==> config.mk <==
export PLATFORM = sky130hd
export DESIGN_NAME = spi_video_packet_deframer_core_flat
export DESIGN_NICKNAME = d
export VERILOG_FILES = /design/src/svpd_pkg.sv /design/src/svpd_if.sv /design/src/svpd_rq.sv /design/src/svpd_ctl.sv /design/src/spi_video_packet_deframer_core.sv /design/src/flat_wrapper.sv
export SDC_FILE = /design/constraint.sdc
export NUM_CORES = 1
export LEC_CHECK = 0
export BUFFER_PORTS_ARGS = -buffer_cell sky130_fd_sc_hd__buf_2
export CAP_MARGIN = 20
export CORE_ASPECT_RATIO = 1.4
export CORE_MARGIN = 2
export CORE_UTILIZATION = 33
export DETAILED_ROUTE_END_ITERATION = 12
export GPL_ROUTABILITY_DRIVEN = 0
export HOLD_SLACK_MARGIN = 0.15
export PLACE_DENSITY = 0.52
export SLEW_MARGIN = 10
export SYNTH_ARGS = -nofsm -noshare
export SYNTH_HDL_FRONTEND = slang
export SYNTH_SLANG_ARGS = --single-unit
==> constraint.sdc <==
create_clock -name i_clk -period 7.15 [get_ports i_clk]
set_input_delay 0.715 -clock i_clk [delete_from_list [all_inputs] [get_ports i_clk]]
set_output_delay 0.715 -clock i_clk [all_outputs]
set_load 0.005 [all_outputs]
==> src/svpd_pkg.sv <==
`timescale 1ns / 1ps
// Shared types and constants for the SPI video packet deframer.
// No dependencies; every other file imports this package.
package svpd_pkg;

    // Packet and frame geometry
    localparam logic [7:0] PACKET_BYTES      = 8'd164;
    localparam logic [7:0] HEADER_BYTES      = 8'd4;
    localparam int         PACKETS_PER_IMAGE = 60;
    // Packet number that closes the frame, in the 6-bit packet counter
    localparam logic [5:0] FRAME_END_PACKET  = 6'(PACKETS_PER_IMAGE);

    // Configuration reset values
    localparam logic [31:0] TIMEOUT_TICKS_RESET = 32'd1000000;
    localparam logic [15:0] RESYNC_LIMIT_RESET  = 16'd750;

    // Result queue depth, counted in result pairs
    localparam int RQ_DEPTH   = 2;
    localparam int RQ_PTR_W   = $clog2(RQ_DEPTH);
    localparam int RQ_COUNT_W = $clog2(RQ_DEPTH + 1);

    typedef enum logic [1:0] {
        ACT_START = 2'd0,
        ACT_BYTE  = 2'd1,
        ACT_TICK  = 2'd2
    } t_action;

    typedef enum logic [1:0] {
        KIND_PIXEL      = 2'd0,
        KIND_FRAME_DONE = 2'd1,
        KIND_TIMEOUT    = 2'd2,
        KIND_LINK_RESET = 2'd3
    } t_kind;

    typedef enum logic {
        CFG_TIMEOUT_TICKS = 1'b0,
        CFG_RESYNC_LIMIT  = 1'b1
    } t_cfg_index;

    typedef struct packed {
        t_kind       kind;
        logic [15:0] pixel;
        logic [5:0]  row;
        logic [6:0]  column;
        logic        last;
    } t_result;

    // Up to two results caused by one item; first is always used
    typedef struct packed {
        logic    two;
        t_result first;
        t_result second;
    } t_res_pair;

    typedef struct packed {
        logic      valid;
        t_res_pair pair;
    } t_push;

endpackage

==> src/svpd_if.sv <==
`timescale 1ns / 1ps
// Channel interfaces: input items, result items and configuration writes.
// Depends on svpd_pkg.
interface svpd_in_if;
    import svpd_pkg::*;
    logic       valid;
    logic       ready;
    logic [1:0] action;
    logic [7:0] data_byte;

    modport source (output valid, output action, output data_byte, input ready);
    modport sink   (input valid, input action, input data_byte, output ready);
endinterface

interface svpd_out_if;
    import svpd_pkg::*;
    logic        valid;
    logic        ready;
    logic [1:0]  kind;
    logic [15:0] pixel;
    logic [5:0]  row;
    logic [6:0]  column;
    logic        last;

    modport source (output valid, output kind, output pixel, output row,
                    output column, output last, input ready);
    modport sink   (input valid, input kind, input pixel, input row,
                    input column, input last, output ready);
endinterface

interface svpd_cfg_if;
    import svpd_pkg::*;
    logic        valid;
    logic        ready;
    logic        index;
    logic [31:0] data;

    modport source (output valid, output index, output data, input ready);
    modport sink   (input valid, input index, input data, output ready);
endinterface

==> src/svpd_rq.sv <==
`timescale 1ns / 1ps
// Result queue: holds result pairs and hands them out one item at a time.
// Depends on svpd_pkg and svpd_out_if.
module svpd_rq (
    input  logic               i_clk,
    input  logic               i_rst_n,
    input  svpd_pkg::t_push    i_push,
    output logic               o_room,
    svpd_out_if.source         o_res
);
    import svpd_pkg::*;

    t_res_pair               r_entry [RQ_DEPTH];
    logic [RQ_PTR_W-1:0]     r_wr, r_rd;
    logic [RQ_COUNT_W-1:0]   r_count;
    logic                    r_half;
    t_result                 head;
    logic                    out_take;
    logic                    pop;

    // Room only depends on registered state, so no path from output ready
    assign o_room = (r_count != RQ_COUNT_W'(RQ_DEPTH));

    assign head     = r_half ? r_entry[r_rd].second : r_entry[r_rd].first;
    assign out_take = o_res.valid && o_res.ready;
    assign pop      = out_take && (r_half || !r_entry[r_rd].two);

    assign o_res.valid  = (r_count != '0);
    assign o_res.kind   = head.kind;
    assign o_res.pixel  = head.pixel;
    assign o_res.row    = head.row;
    assign o_res.column = head.column;
    assign o_res.last   = head.last;

    // Entry storage
    always_ff @(posedge i_clk) begin
        if (i_push.valid) begin
            r_entry[r_wr] <= i_push.pair;
        end
    end

    // Pointers, fill count and half select
    always_ff @(posedge i_clk) begin
        if (!i_rst_n) begin
            r_wr    <= '0;
            r_rd    <= '0;
            r_count <= '0;
            r_half  <= 1'b0;
        end else begin
            if (i_push.valid) begin
                r_wr <= RQ_PTR_W'((32'(r_wr) + 1) % RQ_DEPTH);
            end
            if (pop) begin
                r_rd   <= RQ_PTR_W'((32'(r_rd) + 1) % RQ_DEPTH);
                r_half <= 1'b0;
            end else if (out_take) begin
                r_half <= 1'b1;
            end
            r_count <= r_count + RQ_COUNT_W'(i_push.valid) - RQ_COUNT_W'(pop);
        end
    end

`ifndef SYNTHESIS
    a_count_bound: assert property (@(posedge i_clk) disable iff (!i_rst_n)
        r_count <= RQ_COUNT_W'(RQ_DEPTH))
        else $error("result queue overfilled");

    a_no_push_full: assert property (@(posedge i_clk) disable iff (!i_rst_n)
        !(i_push.valid && (r_count == RQ_COUNT_W'(RQ_DEPTH)) && !pop))
        else $error("push into full result queue");

    a_half_pair: assert property (@(posedge i_clk) disable iff (!i_rst_n)
        r_half |-> ((r_count != '0) && r_entry[r_rd].two))
        else $error("second half selected on single-result entry");
`endif

endmodule

==> src/svpd_ctl.sv <==
`timescale 1ns / 1ps
// Deframer control: input register, frame tracking state and result generation.
// Depends on svpd_pkg and svpd_in_if.
module svpd_ctl (
    input  logic               i_clk,
    input  logic               i_rst_n,
    svpd_in_if.sink            i_item,
    input  logic [31:0]        i_timeout_ticks,
    input  logic [15:0]        i_resync_limit,
    input  logic               i_room,
    output svpd_pkg::t_push    o_push
);
    import svpd_pkg::*;

    // Input register
    logic        r_in_valid;
    t_action     r_in_action;
    logic [7:0]  r_in_byte;

    // Frame tracking state
    logic        r_capturing, n_capturing;
    logic [7:0]  r_byte_pos, n_byte_pos;
    logic [5:0]  r_expected, n_expected;
    logic        r_dropped, n_dropped;
    logic [7:0]  r_hold, n_hold;
    logic [15:0] r_resync, n_resync;
    logic [31:0] r_elapsed, n_elapsed;

    logic        advance;
    logic        drop_now;
    logic [7:0]  offset;
    logic [5:0]  exp_inc;
    logic [15:0] resync_inc;
    logic [31:0] elapsed_inc;
    t_result     res_a, res_b;
    logic        has_a, has_b;

    assign advance      = r_in_valid && i_room;
    assign i_item.ready = !r_in_valid || advance;

    // Input register
    always_ff @(posedge i_clk) begin
        if (!i_rst_n) begin
            r_in_valid <= 1'b0;
        end else if (i_item.ready) begin
            r_in_valid <= i_item.valid;
        end
    end

    always_ff @(posedge i_clk) begin
        if (i_item.ready && i_item.valid) begin
            r_in_action <= t_action'(i_item.action);
            r_in_byte   <= i_item.data_byte;
        end
    end

    assign offset      = r_byte_pos - HEADER_BYTES;
    assign exp_inc     = r_expected + 6'd1;
    assign resync_inc  = r_resync + 16'd1;
    assign elapsed_inc = (r_elapsed == '1) ? r_elapsed : r_elapsed + 32'd1;
    assign drop_now    = !r_dropped && (r_byte_pos == 8'd1)
                         && (r_in_byte != {2'b00, r_expected});

    // Next state and results for the registered item
    always_comb begin
        n_capturing = r_capturing;
        n_byte_pos  = r_byte_pos;
        n_expected  = r_expected;
        n_dropped   = r_dropped;
        n_hold      = r_hold;
        n_resync    = r_resync;
        n_elapsed   = r_elapsed;
        has_a       = 1'b0;
        has_b       = 1'b0;
        res_a       = '0;
        res_b       = '0;

        unique case (r_in_action)
            ACT_START: begin
                n_capturing = 1'b1;
                n_byte_pos  = '0;
                n_expected  = '0;
                n_dropped   = 1'b0;
                n_hold      = '0;
                n_resync    = '0;
                n_elapsed   = '0;
            end
            ACT_TICK: begin
                if (r_capturing) begin
                    n_elapsed = elapsed_inc;
                    if (elapsed_inc > i_timeout_ticks) begin
                        n_capturing = 1'b0;
                        has_a       = 1'b1;
                        res_a.kind  = KIND_TIMEOUT;
                    end
                end
            end
            ACT_BYTE: begin
                if (r_capturing) begin
                    // Header check and payload pairing
                    if (drop_now) begin
                        n_dropped  = 1'b1;
                        n_expected = '0;
                        if (r_resync != '1) begin
                            n_resync = resync_inc;
                            if (resync_inc == i_resync_limit) begin
                                has_a      = 1'b1;
                                res_a.kind = KIND_LINK_RESET;
                            end
                        end
                    end else if (!r_dropped && (r_byte_pos >= HEADER_BYTES)) begin
                        if (!offset[0]) begin
                            n_hold = r_in_byte;
                        end else begin
                            has_a        = 1'b1;
                            res_a.kind   = KIND_PIXEL;
                            res_a.pixel  = {r_hold, r_in_byte};
                            res_a.row    = r_expected;
                            res_a.column = offset[7:1];
                        end
                    end
                    // End of packet
                    if (r_byte_pos >= PACKET_BYTES - 8'd1) begin
                        n_byte_pos = '0;
                        if (r_dropped || drop_now) begin
                            n_dropped = 1'b0;
                        end else if (exp_inc == FRAME_END_PACKET) begin
                            n_capturing = 1'b0;
                            n_expected  = '0;
                            has_b       = 1'b1;
                            res_b.kind  = KIND_FRAME_DONE;
                        end else begin
                            n_expected = exp_inc;
                        end
                    end else begin
                        n_byte_pos = r_byte_pos + 8'd1;
                    end
                end
            end
            default: begin
                // undefined action: no effect
            end
        endcase
    end

    // Pack results: the first present result leads, last flags the final one
    always_comb begin
        o_push = '0;
        o_push.valid = advance && (has_a || has_b);
        if (has_a) begin
            o_push.pair.first        = res_a;
            o_push.pair.two          = has_b;
            o_push.pair.second       = res_b;
            o_push.pair.first.last   = !has_b;
            o_push.pair.second.last  = 1'b1;
        end else begin
            o_push.pair.first        = res_b;
            o_push.pair.first.last   = 1'b1;
        end
    end

    // State registers
    always_ff @(posedge i_clk) begin
        if (!i_rst_n) begin
            r_capturing <= 1'b0;
            r_byte_pos  <= '0;
            r_expected  <= '0;
            r_dropped   <= 1'b0;
            r_hold      <= '0;
            r_resync    <= '0;
            r_elapsed   <= '0;
        end else if (advance) begin
            r_capturing <= n_capturing;
            r_byte_pos  <= n_byte_pos;
            r_expected  <= n_expected;
            r_dropped   <= n_dropped;
            r_hold      <= n_hold;
            r_resync    <= n_resync;
            r_elapsed   <= n_elapsed;
        end
    end

`ifndef SYNTHESIS
    a_pair_order: assert property (@(posedge i_clk) disable iff (!i_rst_n)
        (o_push.valid && o_push.pair.two) |->
        ((o_push.pair.first.kind == KIND_PIXEL)
         && (o_push.pair.second.kind == KIND_FRAME_DONE)))
        else $error("two results other than pixel then frame done");

    a_pos_bound: assert property (@(posedge i_clk) disable iff (!i_rst_n)
        r_byte_pos < PACKET_BYTES)
        else $error("byte position past packet end");

    a_idle_silent: assert property (@(posedge i_clk) disable iff (!i_rst_n)
        (o_push.valid && !r_capturing) |-> 1'b0)
        else $error("result while not capturing");
`endif

endmodule

==> src/spi_video_packet_deframer_core.sv <==
`timescale 1ns / 1ps
// Path: each accepted item waits in the input register; its results are written
// to the result queue, which presents them on the output channel.
// Throughput: one item per cycle while the two-pair result queue has room; an
// item giving two results (last pixel plus frame done) leaves it one at a time.
// Reset: synchronous, active low; clears all frame state and the queue and
// loads timeout_ticks = 1000000 and resync_limit = 750.
module spi_video_packet_deframer_core (
    input  logic        i_clk,
    input  logic        i_rst_n,
    svpd_in_if.sink     i_item,
    svpd_out_if.source  o_res,
    svpd_cfg_if.sink    i_cfg
);
    import svpd_pkg::*;

    logic [31:0] r_timeout_ticks;
    logic [15:0] r_resync_limit;
    logic        room;
    t_push       push;

    assign i_cfg.ready = 1'b1;

    // Configuration registers
    always_ff @(posedge i_clk) begin
        if (!i_rst_n) begin
            r_timeout_ticks <= TIMEOUT_TICKS_RESET;
            r_resync_limit  <= RESYNC_LIMIT_RESET;
        end else if (i_cfg.valid) begin
            unique case (t_cfg_index'(i_cfg.index))
                CFG_TIMEOUT_TICKS: r_timeout_ticks <= i_cfg.data;
                CFG_RESYNC_LIMIT:  r_resync_limit  <= i_cfg.data[15:0];
                default: begin
                end
            endcase
        end
    end

    svpd_ctl u_ctl (
        .i_clk           (i_clk),
        .i_rst_n         (i_rst_n),
        .i_item          (i_item),
        .i_timeout_ticks (r_timeout_ticks),
        .i_resync_limit  (r_resync_limit),
        .i_room          (room),
        .o_push          (push)
    );

    svpd_rq u_rq (
        .i_clk   (i_clk),
        .i_rst_n (i_rst_n),
        .i_push  (push),
        .o_room  (room),
        .o_res   (o_res)
    );

endmodule

==> src/flat_wrapper.sv <==
// flat-port wrapper written by rule: the top's interface ports become plain ports
module spi_video_packet_deframer_core_flat import svpd_pkg::*;
  (i_clk, i_rst_n, i_item_valid, i_item_action, i_item_data_byte, i_item_ready, o_res_valid, o_res_kind, o_res_pixel, o_res_row, o_res_column, o_res_last, o_res_ready, i_cfg_valid, i_cfg_index, i_cfg_data, i_cfg_ready);
  svpd_in_if i_item_i ();
  svpd_out_if o_res_i ();
  svpd_cfg_if i_cfg_i ();
  input  logic i_clk;
  input  logic i_rst_n;
  input wire logic [$bits(i_item_i.valid)-1:0] i_item_valid;
  input wire logic [$bits(i_item_i.action)-1:0] i_item_action;
  input wire logic [$bits(i_item_i.data_byte)-1:0] i_item_data_byte;
  output wire logic [$bits(i_item_i.ready)-1:0] i_item_ready;
  output wire logic [$bits(o_res_i.valid)-1:0] o_res_valid;
  output wire logic [$bits(o_res_i.kind)-1:0] o_res_kind;
  output wire logic [$bits(o_res_i.pixel)-1:0] o_res_pixel;
  output wire logic [$bits(o_res_i.row)-1:0] o_res_row;
  output wire logic [$bits(o_res_i.column)-1:0] o_res_column;
  output wire logic [$bits(o_res_i.last)-1:0] o_res_last;
  input wire logic [$bits(o_res_i.ready)-1:0] o_res_ready;
  input wire logic [$bits(i_cfg_i.valid)-1:0] i_cfg_valid;
  input wire logic [$bits(i_cfg_i.index)-1:0] i_cfg_index;
  input wire logic [$bits(i_cfg_i.data)-1:0] i_cfg_data;
  output wire logic [$bits(i_cfg_i.ready)-1:0] i_cfg_ready;
  assign i_item_i.valid = i_item_valid;
  assign i_item_i.action = i_item_action;
  assign i_item_i.data_byte = i_item_data_byte;
  assign i_item_ready = i_item_i.ready;
  assign o_res_valid = o_res_i.valid;
  assign o_res_kind = o_res_i.kind;
  assign o_res_pixel = o_res_i.pixel;
  assign o_res_row = o_res_i.row;
  assign o_res_column = o_res_i.column;
  assign o_res_last = o_res_i.last;
  assign o_res_i.ready = o_res_ready;
  assign i_cfg_i.valid = i_cfg_valid;
  assign i_cfg_i.index = i_cfg_index;
  assign i_cfg_i.data = i_cfg_data;
  assign i_cfg_ready = i_cfg_i.ready;
  spi_video_packet_deframer_core u_core (.i_clk(i_clk), .i_rst_n(i_rst_n), .i_item(i_item_i), .o_res(o_res_i), .i_cfg(i_cfg_i));
endmodule
* After elaboration in Yosys (flattened, before gate mapping)
Memory sizes are Yosys's and may differ from the RTL's. A register that Yosys moved wholly into a read port is not among the register bits.
Index checks and enable logic that the tools add are counted.
** Storage, ports and cells
- Register bits after elaboration :: 136
- Bits in writable memories :: 130
- Output and inout bits :: 35
- Memories kept :: 1
** Cells by class
- Add/subtract/negate cells :: 9
- Magnitude comparators :: 3
- Equality and inequality tests :: 16
- Mux-type cells :: 71
- Bitwise logic cells :: 2
- Reductions and logical operators :: 29
** Memory list
- u_core.u_rq.r_entry :: words 2, bits a word 65, read ports 1, clocked after Yosys merged registers in 1, wr ports 1, line svpd_rq.sv:13 : t_res_pair r_entry [RQ_DEPTH];
** Operators by type and width (number)
- 32-bit 2-to-1 mux :: 5
- 29-bit 2-to-1 mux :: 4
- 32-bit one-hot mux with 2 select lines :: 1
- 16-bit 2-to-1 mux :: 3
- 8-bit 2-to-1 mux :: 6
- 1-bit 2-to-1 mux :: 33
- 32-bit by 1-bit adder with 32-bit output (second input constant) :: 1
- 32-bit == test (second input constant) :: 1
- 32-bit > comparator :: 1
- 16-bit one-hot mux with 2 select lines :: 1
- 8-bit one-hot mux with 2 select lines :: 2
- 31-bit 2-to-1 mux :: 1
- 6-bit 2-to-1 mux :: 5
- 16-bit by 1-bit adder with 16-bit output (second input constant) :: 1
- 16-bit == test :: 1
- 16-bit != test (second input constant) :: 1
- 2-bit != test (second input constant) :: 8
- 6-bit one-hot mux with 2 select lines :: 1
- 2-bit 2-to-1 mux :: 5
- 8-bit by 1-bit adder with 8-bit output (second input constant) :: 1
- 8-bit by 1-bit == test with 1-bit output (second input constant) :: 1
- 8-bit by 3-bit >= comparator with 1-bit output (second input constant) :: 1
- 8-bit >= comparator (second input constant) :: 1
- 1-bit logical AND :: 8
- other kinds (23) :: 37

* Logic depth before layout (Yosys ltp)
- Depth after elaboration :: 12
- Gate-level depth with buffers :: 24
- Depth with buffers taken out :: 22

* Hierarchy
Synthesis repeated with hierarchy kept, for this count alone.
** Second synthesis, totals
- Cells, all modules :: 1255
- Area total of the unflattened synthesis :: 13579.3 um^2
** Modules (own cells, without submodules)
- svpd_ctl :: instances 1, cells each 848, area each 6665.1 um^2
- svpd_rq :: instances 1, cells each 201, area each 4994.8 um^2
- spi_video_packet_deframer_core :: instances 1, cells each 206, area each 1919.3 um^2

* Worst setup path before layout
No wires, ideal clock.
- Kind :: flip-flop to flip-flop
- Start :: register u_core.u_ctl.r_elapsed[12]
- End :: memory u_core.u_rq.r_entry[0][0] in the netlist's numbering, enable pin
- Arrival time :: 4791 ps
- Slack :: 1934 ps
- Cell stages (with the launch flop) :: 17
- Period minus slack after synthesis :: 5216 ps
- Cell sequence :: dfxtp_1 -> buf_2 -> and3_1 -> and4_1 -> and4_1 -> buf_2 -> or3_1 -> nor3_2 -> xor2_1 -> ha_1 -> and4_1 -> nor4bb_1 -> o311a_2 -> o31ai_2 -> a21oi_4 -> o21ai_4 -> nor2_1
** Between the ends
- Cells in the longest elaborated chain, start to end :: 10
** RTL lines
- from (decl) :: line svpd_ctl.sv:27 : logic [31:0] r_elapsed, n_elapsed;
- from (signal assigned) :: line svpd_ctl.sv:179 : r_elapsed <= n_elapsed;
- 32-bit by 1-bit adder with 32-bit output / 32-bit == test (equally long branches) :: line svpd_ctl.sv:60 : assign elapsed_inc = (r_elapsed == '1) ? r_elapsed : r_elapsed + 32'd1;
- 32-bit 2-to-1 mux (*) :: line svpd_ctl.sv:60
- 32-bit > comparator (*) :: line svpd_ctl.sv:91 : if (elapsed_inc > i_timeout_ticks) begin
- 1-bit 2-to-1 mux (*) :: line svpd_ctl.sv:91
- 1-bit 2-to-1 mux (*) :: line svpd_ctl.sv:89 : if (r_capturing) begin
- 1-bit one-hot mux with 2 select lines (*) :: line svpd_ctl.sv:78 : unique case (r_in_action)
- 1-bit logical OR (*) :: line svpd_ctl.sv:149 : o_push.valid = advance && (has_a || has_b);
- 1-bit logical AND (*) :: line svpd_ctl.sv:149
- 1-bit 2-to-1 mux (*) :: line svpd_rq.sv:37 : if (i_push.valid) begin
- 1-bit 2-to-1 mux (not written as such) (*) :: line svpd_rq.sv:38 : r_entry[r_wr] <= i_push.pair;
- to (decl) :: line svpd_rq.sv:13
Mark *: on every way between the ends. The rest lies on a longest branch, timed or not.

* Worst setup path in the final report
- Start :: register u_core.u_ctl.r_elapsed[3]
- End :: register u_core.u_rq.r_count[1]
** Between the ends
- Cells in the longest elaborated chain, start to end :: 10
** RTL lines
- 32-bit by 1-bit adder with 32-bit output / 32-bit == test (equally long branches) :: line svpd_ctl.sv:60
- 32-bit 2-to-1 mux (*) :: line svpd_ctl.sv:60
- 32-bit > comparator (*) :: line svpd_ctl.sv:91
- 1-bit 2-to-1 mux (*) :: line svpd_ctl.sv:91
- 1-bit 2-to-1 mux (*) :: line svpd_ctl.sv:89
- 1-bit one-hot mux with 2 select lines (*) :: line svpd_ctl.sv:78
- 1-bit logical OR (*) :: line svpd_ctl.sv:149
- 1-bit logical AND (*) :: line svpd_ctl.sv:149
- 2-bit by 1-bit adder with 2-bit output (*) :: line svpd_rq.sv:59 : r_count <= r_count + RQ_COUNT_W'(i_push.valid) - RQ_COUNT_W'(pop);
- 2-bit by 1-bit subtractor with 2-bit output (*) :: line svpd_rq.sv:59
- to (signal assigned) :: line svpd_rq.sv:59
- to (decl) :: line svpd_rq.sv:15 : logic [RQ_COUNT_W-1:0] r_count;
Marked as above.
A chain may end at the register's enable or synchronous reset.

==> flow_summary.yaml <==
status:
  status: "complete, no violations"
synth:
  seq_area_frac_synth_pct: 44.70
  synth_top_family_by_area: "simple AND/OR/NAND/NOR gates"
  synth.area.mux_share_pct: 4.557
  synth-simple-area-share_pct: 22.55
  synthCells: 1190
  synth.avg_cell_area_um2: 9.182
  synth_top_area_share_pct: 23.27
  synth_xor_area_share_pct: 5.370
  synth_edf_count: 78
  synthArstFlopShare_pct: 0
  ys_ff_latch: 205
  synth_area_leaders: "dfxtp_1 23%, edfxtp_1 21%, nand2_1 6.0%, ha_1 5.5%, mux2i_1 3.9%"
  synth_area_mm2: 0.01093
  synth.distinct_cells: 78
  synth_area_leader_cell: "dfxtp_1"
  syn_nets: 1286
  synth_compound_area_share_pct: 12.41
  yosys_most_used_dff: "dfxtp_1"
  ys_top_cells_by_count: "174 x nand2_1, 127 x dfxtp_1, 100 x nor2_1"
  synth_fa_ha_area_share_pct: 5.496
  synth_warnings: 0
  yosysMostFrequentCell: "nand2_1"
grt:
  antenna_found_initial: 0
  grt_overflow: 0
  grt_max_degree: 68
  grt_usage_pct: 16.56
  grt_pass1_wl_um: 44840
  grt_pass1_vias: 8381
timing:
  fin_tns_setup_ns: 0
  worstMarginPinSlew_ns: 1.011
  min_period_over_period_pct: 69.58
  min_period_ns: 4.975
  relSlewSlack_pct: 32.33
  finalSetupViolations: 0
  skew_ns: 0.008667
  final-hold-violation-count: 0
  max_freq_mhz: 201.0
  rsz0062_at_grt: "no"
  layout_setup_ws_ns: 2.175
  final-max-slew-violation-count: 0
detailed_routing:
  drtPass1Iterations: 5
  routed-via-count: 8490
  drcViolationCount: 0
  postRouteAntennaNets: 0
  post_drt_via_cell_ratio: 5.000
  drt-wirelength-per-cell_um: 16.69
  wirelength_um: 28340
  drt_iter0_drc: 391
setup_path:
  crit_slowest_cell: "nor4bb_1"
  worst_r2r_startpoint: "u_core.u_ctl.r_elapsed[3]"
  critical_path.startpoint: "u_core.u_ctl.r_elapsed[3]"
  rrSetupSlack_ns: 2.17
  crit_family: "simple AND/OR/NAND/NOR gates"
  r2r_cells: 20
  crit_chain: "and4_1 -> and4_1 -> and4_1 -> nor3_2 -> nand3_1 -> xnor2_1 -> ha_1 -> and4_1 -> nor4bb_1 -> and2_1 -> o22ai_1 -> o31ai_2 -> a21oi_4 -> o21ai_4 -> ha_1 -> inv_1 -> ha_1 -> xor2_1 -> xnor2_1 -> nor2_1"
  cpPeakStageDelay_ns: 0.48
  rr_endpoint: "u_core.u_rq.r_count[1]"
  crit_path_end_kind: "flop"
  crit_buf_inv: 1
  crit_type: "reg -> reg"
  cp.arrival_ns: 5.34
  crit_fanout: 7
  cp-endpoint: "u_core.u_rq.r_count[1]"
  crit_required_ns: 7.52
  path_common_cell: "and4_1"
  start_kind: "flop"
  path_depth: 20
power:
  p_leak_nw: 4.488
  p_per_area_mw_per_mm2: 202.3
  total_power_w: 0.002500
  peakVddDrop_v: 0.0001478
cts:
  clockRootBuffer: "clkbuf_16"
  clk_latency_ns: 0.51
  cts-htree-levels: 1
  tritoncts.num_buffers: 22
  cts_resized: 0
  clk_pin_slew_ns: 0.07
  cts_setup_buffers: 0
  hold_buffers: 0
  clock-sinks: 205
  cts_tree: "yes"
  clock_path_buffers: 3
cells_and_area:
  area_delta_synth_final_pct: 13.11
  drive_gt1_share_pct: 13.28
  final_nets: 1338
  postLayoutCellArea_mm2: 0.01236
  diodes: 0
  fillCellCount: 3323
  multiInputGateArea_mm2: 0.005517
  register_area_mm2: 0.004886
job:
  max_cap_viol_count: 0
placement:
  dpl.hpwl_um: 20210
  pre_cts_ws_ns: 2.200
  io_buffers: 81
  place_area_mm2: 0.01164
floorplanning:
  die-area_mm2: 0.03460
  core_region_area_mm2: 0.03250
  ios: 83
  die_height_um: 219.3
  fp.dieW_um: 157.8
  initial_utilization_pct: 33.62
  rows: 78
worst_hold_path:
  hold_path.startpoint: "i_item_data_byte[6]"
  hold_class: "in -> reg"
worst register-to-register path: stages (launching register included):
cell	delay [ns]
dfxtp_1	0.36
and4_1	0.27
and4_1	0.27
and4_1	0.25
nor3_2	0.42
nand3_1	0.22
xnor2_1	0.18
ha_1	0.30
and4_1	0.29
nor4bb_1	0.48
and2_1	0.21
o22ai_1	0.15
o31ai_2	0.30
a21oi_4	0.11
o21ai_4	0.22
ha_1	0.26
inv_1	0.05
ha_1	0.14
xor2_1	0.17
xnor2_1	0.13
nor2_1	0.05
registers in the layout, indices dropped and copies added (netlist names), named ones only:
signal and count:
u_core.u_ctl.r_in_valid 1, u_core.u_ctl.r_elapsed 32, u_core.u_rq.r_count 2, u_core.u_rq.r_half 1, u_core.u_ctl.r_in_byte 8, u_core.u_ctl.r_dropped 1, u_core.u_ctl.r_expected 6, u_core.u_rq.r_rd 1
u_core.u_rq.r_wr 1, u_core.u_ctl.r_capturing 1, u_core.u_ctl.r_in_action 2, u_core.u_ctl.r_hold 8, u_core.u_ctl.r_byte_pos 8, u_core.u_ctl.r_resync 16, u_core.r_resync_limit 16, u_core.r_timeout_ticks 32
u_core.u_rq.r_entry 68
power by group:
part | total, W | leakage, nW | switching, W | internal, W
Clock | 0.00114 | 0.348 | 0.000481 | 0.000663
Combinational | 0.000120 | 2.50 | 0.0000765 | 0.0000432
Sequential | 0.00124 | 1.64 | 0.0000129 | 0.00122
area by class of cell:
class | instances | area share (%)
clock inverter | 13 | 1.012
tap | 440 | 4.454
clock buffer | 27 | 4.778
inverter | 56 | 1.701
multi-input combinational | 866 | 44.63
sequential | 205 | 39.53
timing repair buffer | 91 | 3.887
cells in the final DEF, fill, tap and decap left out, types with 7 or more instances in the layout:
cell type / instances
clkbuf_16: 23
buf_4: 10
nor3_1: 32
o21ai_0: 32
nand3_1: 42
a31oi_1: 12
dfxtp_1: 126
nand2_1: 174
buf_2: 81
a22o_1: 7
edfxtp_1: 78
xnor2_1: 48
mux2i_1: 43
inv_1: 55
nand4_1: 16
a21oi_1: 77
or3_1: 12
xor2_1: 19
nand2b_1: 7
ha_1: 48
o21a_1: 15
a21boi_0: 12
and3_1: 15
o211ai_1: 10
and2_1: 46
and4_1: 11
nor2_1: 98
kinds of logic after synthesis:
kind of cell | after synthesis
compound gates | 207
xor+xnor | 67
fa+ha+maj | 48
buf+inv | 119
flops | 205
mux | 47
other cells | 1
simple gates | 496
how the worst min path moves through the flow:
stage | to | slack [ns] | cells after the start
3_3_place_gp | u_core.r_timeout_ticks[20] | 0.44 | 2
6_report | u_core.u_ctl.r_in_byte[6] | 0.38 | 1
2_1_floorplan | u_core.r_timeout_ticks[10] | 0.44 | 2
4_1_cts | u_core.u_ctl.r_in_byte[6] | 0.35 | 1
5_1_grt | u_core.u_ctl.r_in_byte[6] | 0.36 | 1
3_5_place_dp | u_core.r_timeout_ticks[15] | 0.45 | 2
metrics by stage:
step / utilization, % / instances / hold WS, ns
2_1_floorplan: - / 1190 / 0.4363
3_3_place_gp: 35.83 / 1658 / 0.4434
3_5_place_dp: 35.83 / 1658 / 0.4465
4_1_cts: 38.03 / 1698 / 0.3500
5_1_grt: 38.03 / 1698 / 0.3614
6_report: 38.03 / 1698 / 0.3773
metal layers:
metal	GRT usage [%]	wire [um]	vias to the layer above
met4	6.848	1115	0
li1	-	-	4275
met1	18.90	11510	3991
met2	30.87	14740	168
met3	1.876	965	56
met5	0	0	-
No activity file was read; power rests on OpenSTA's default activity.
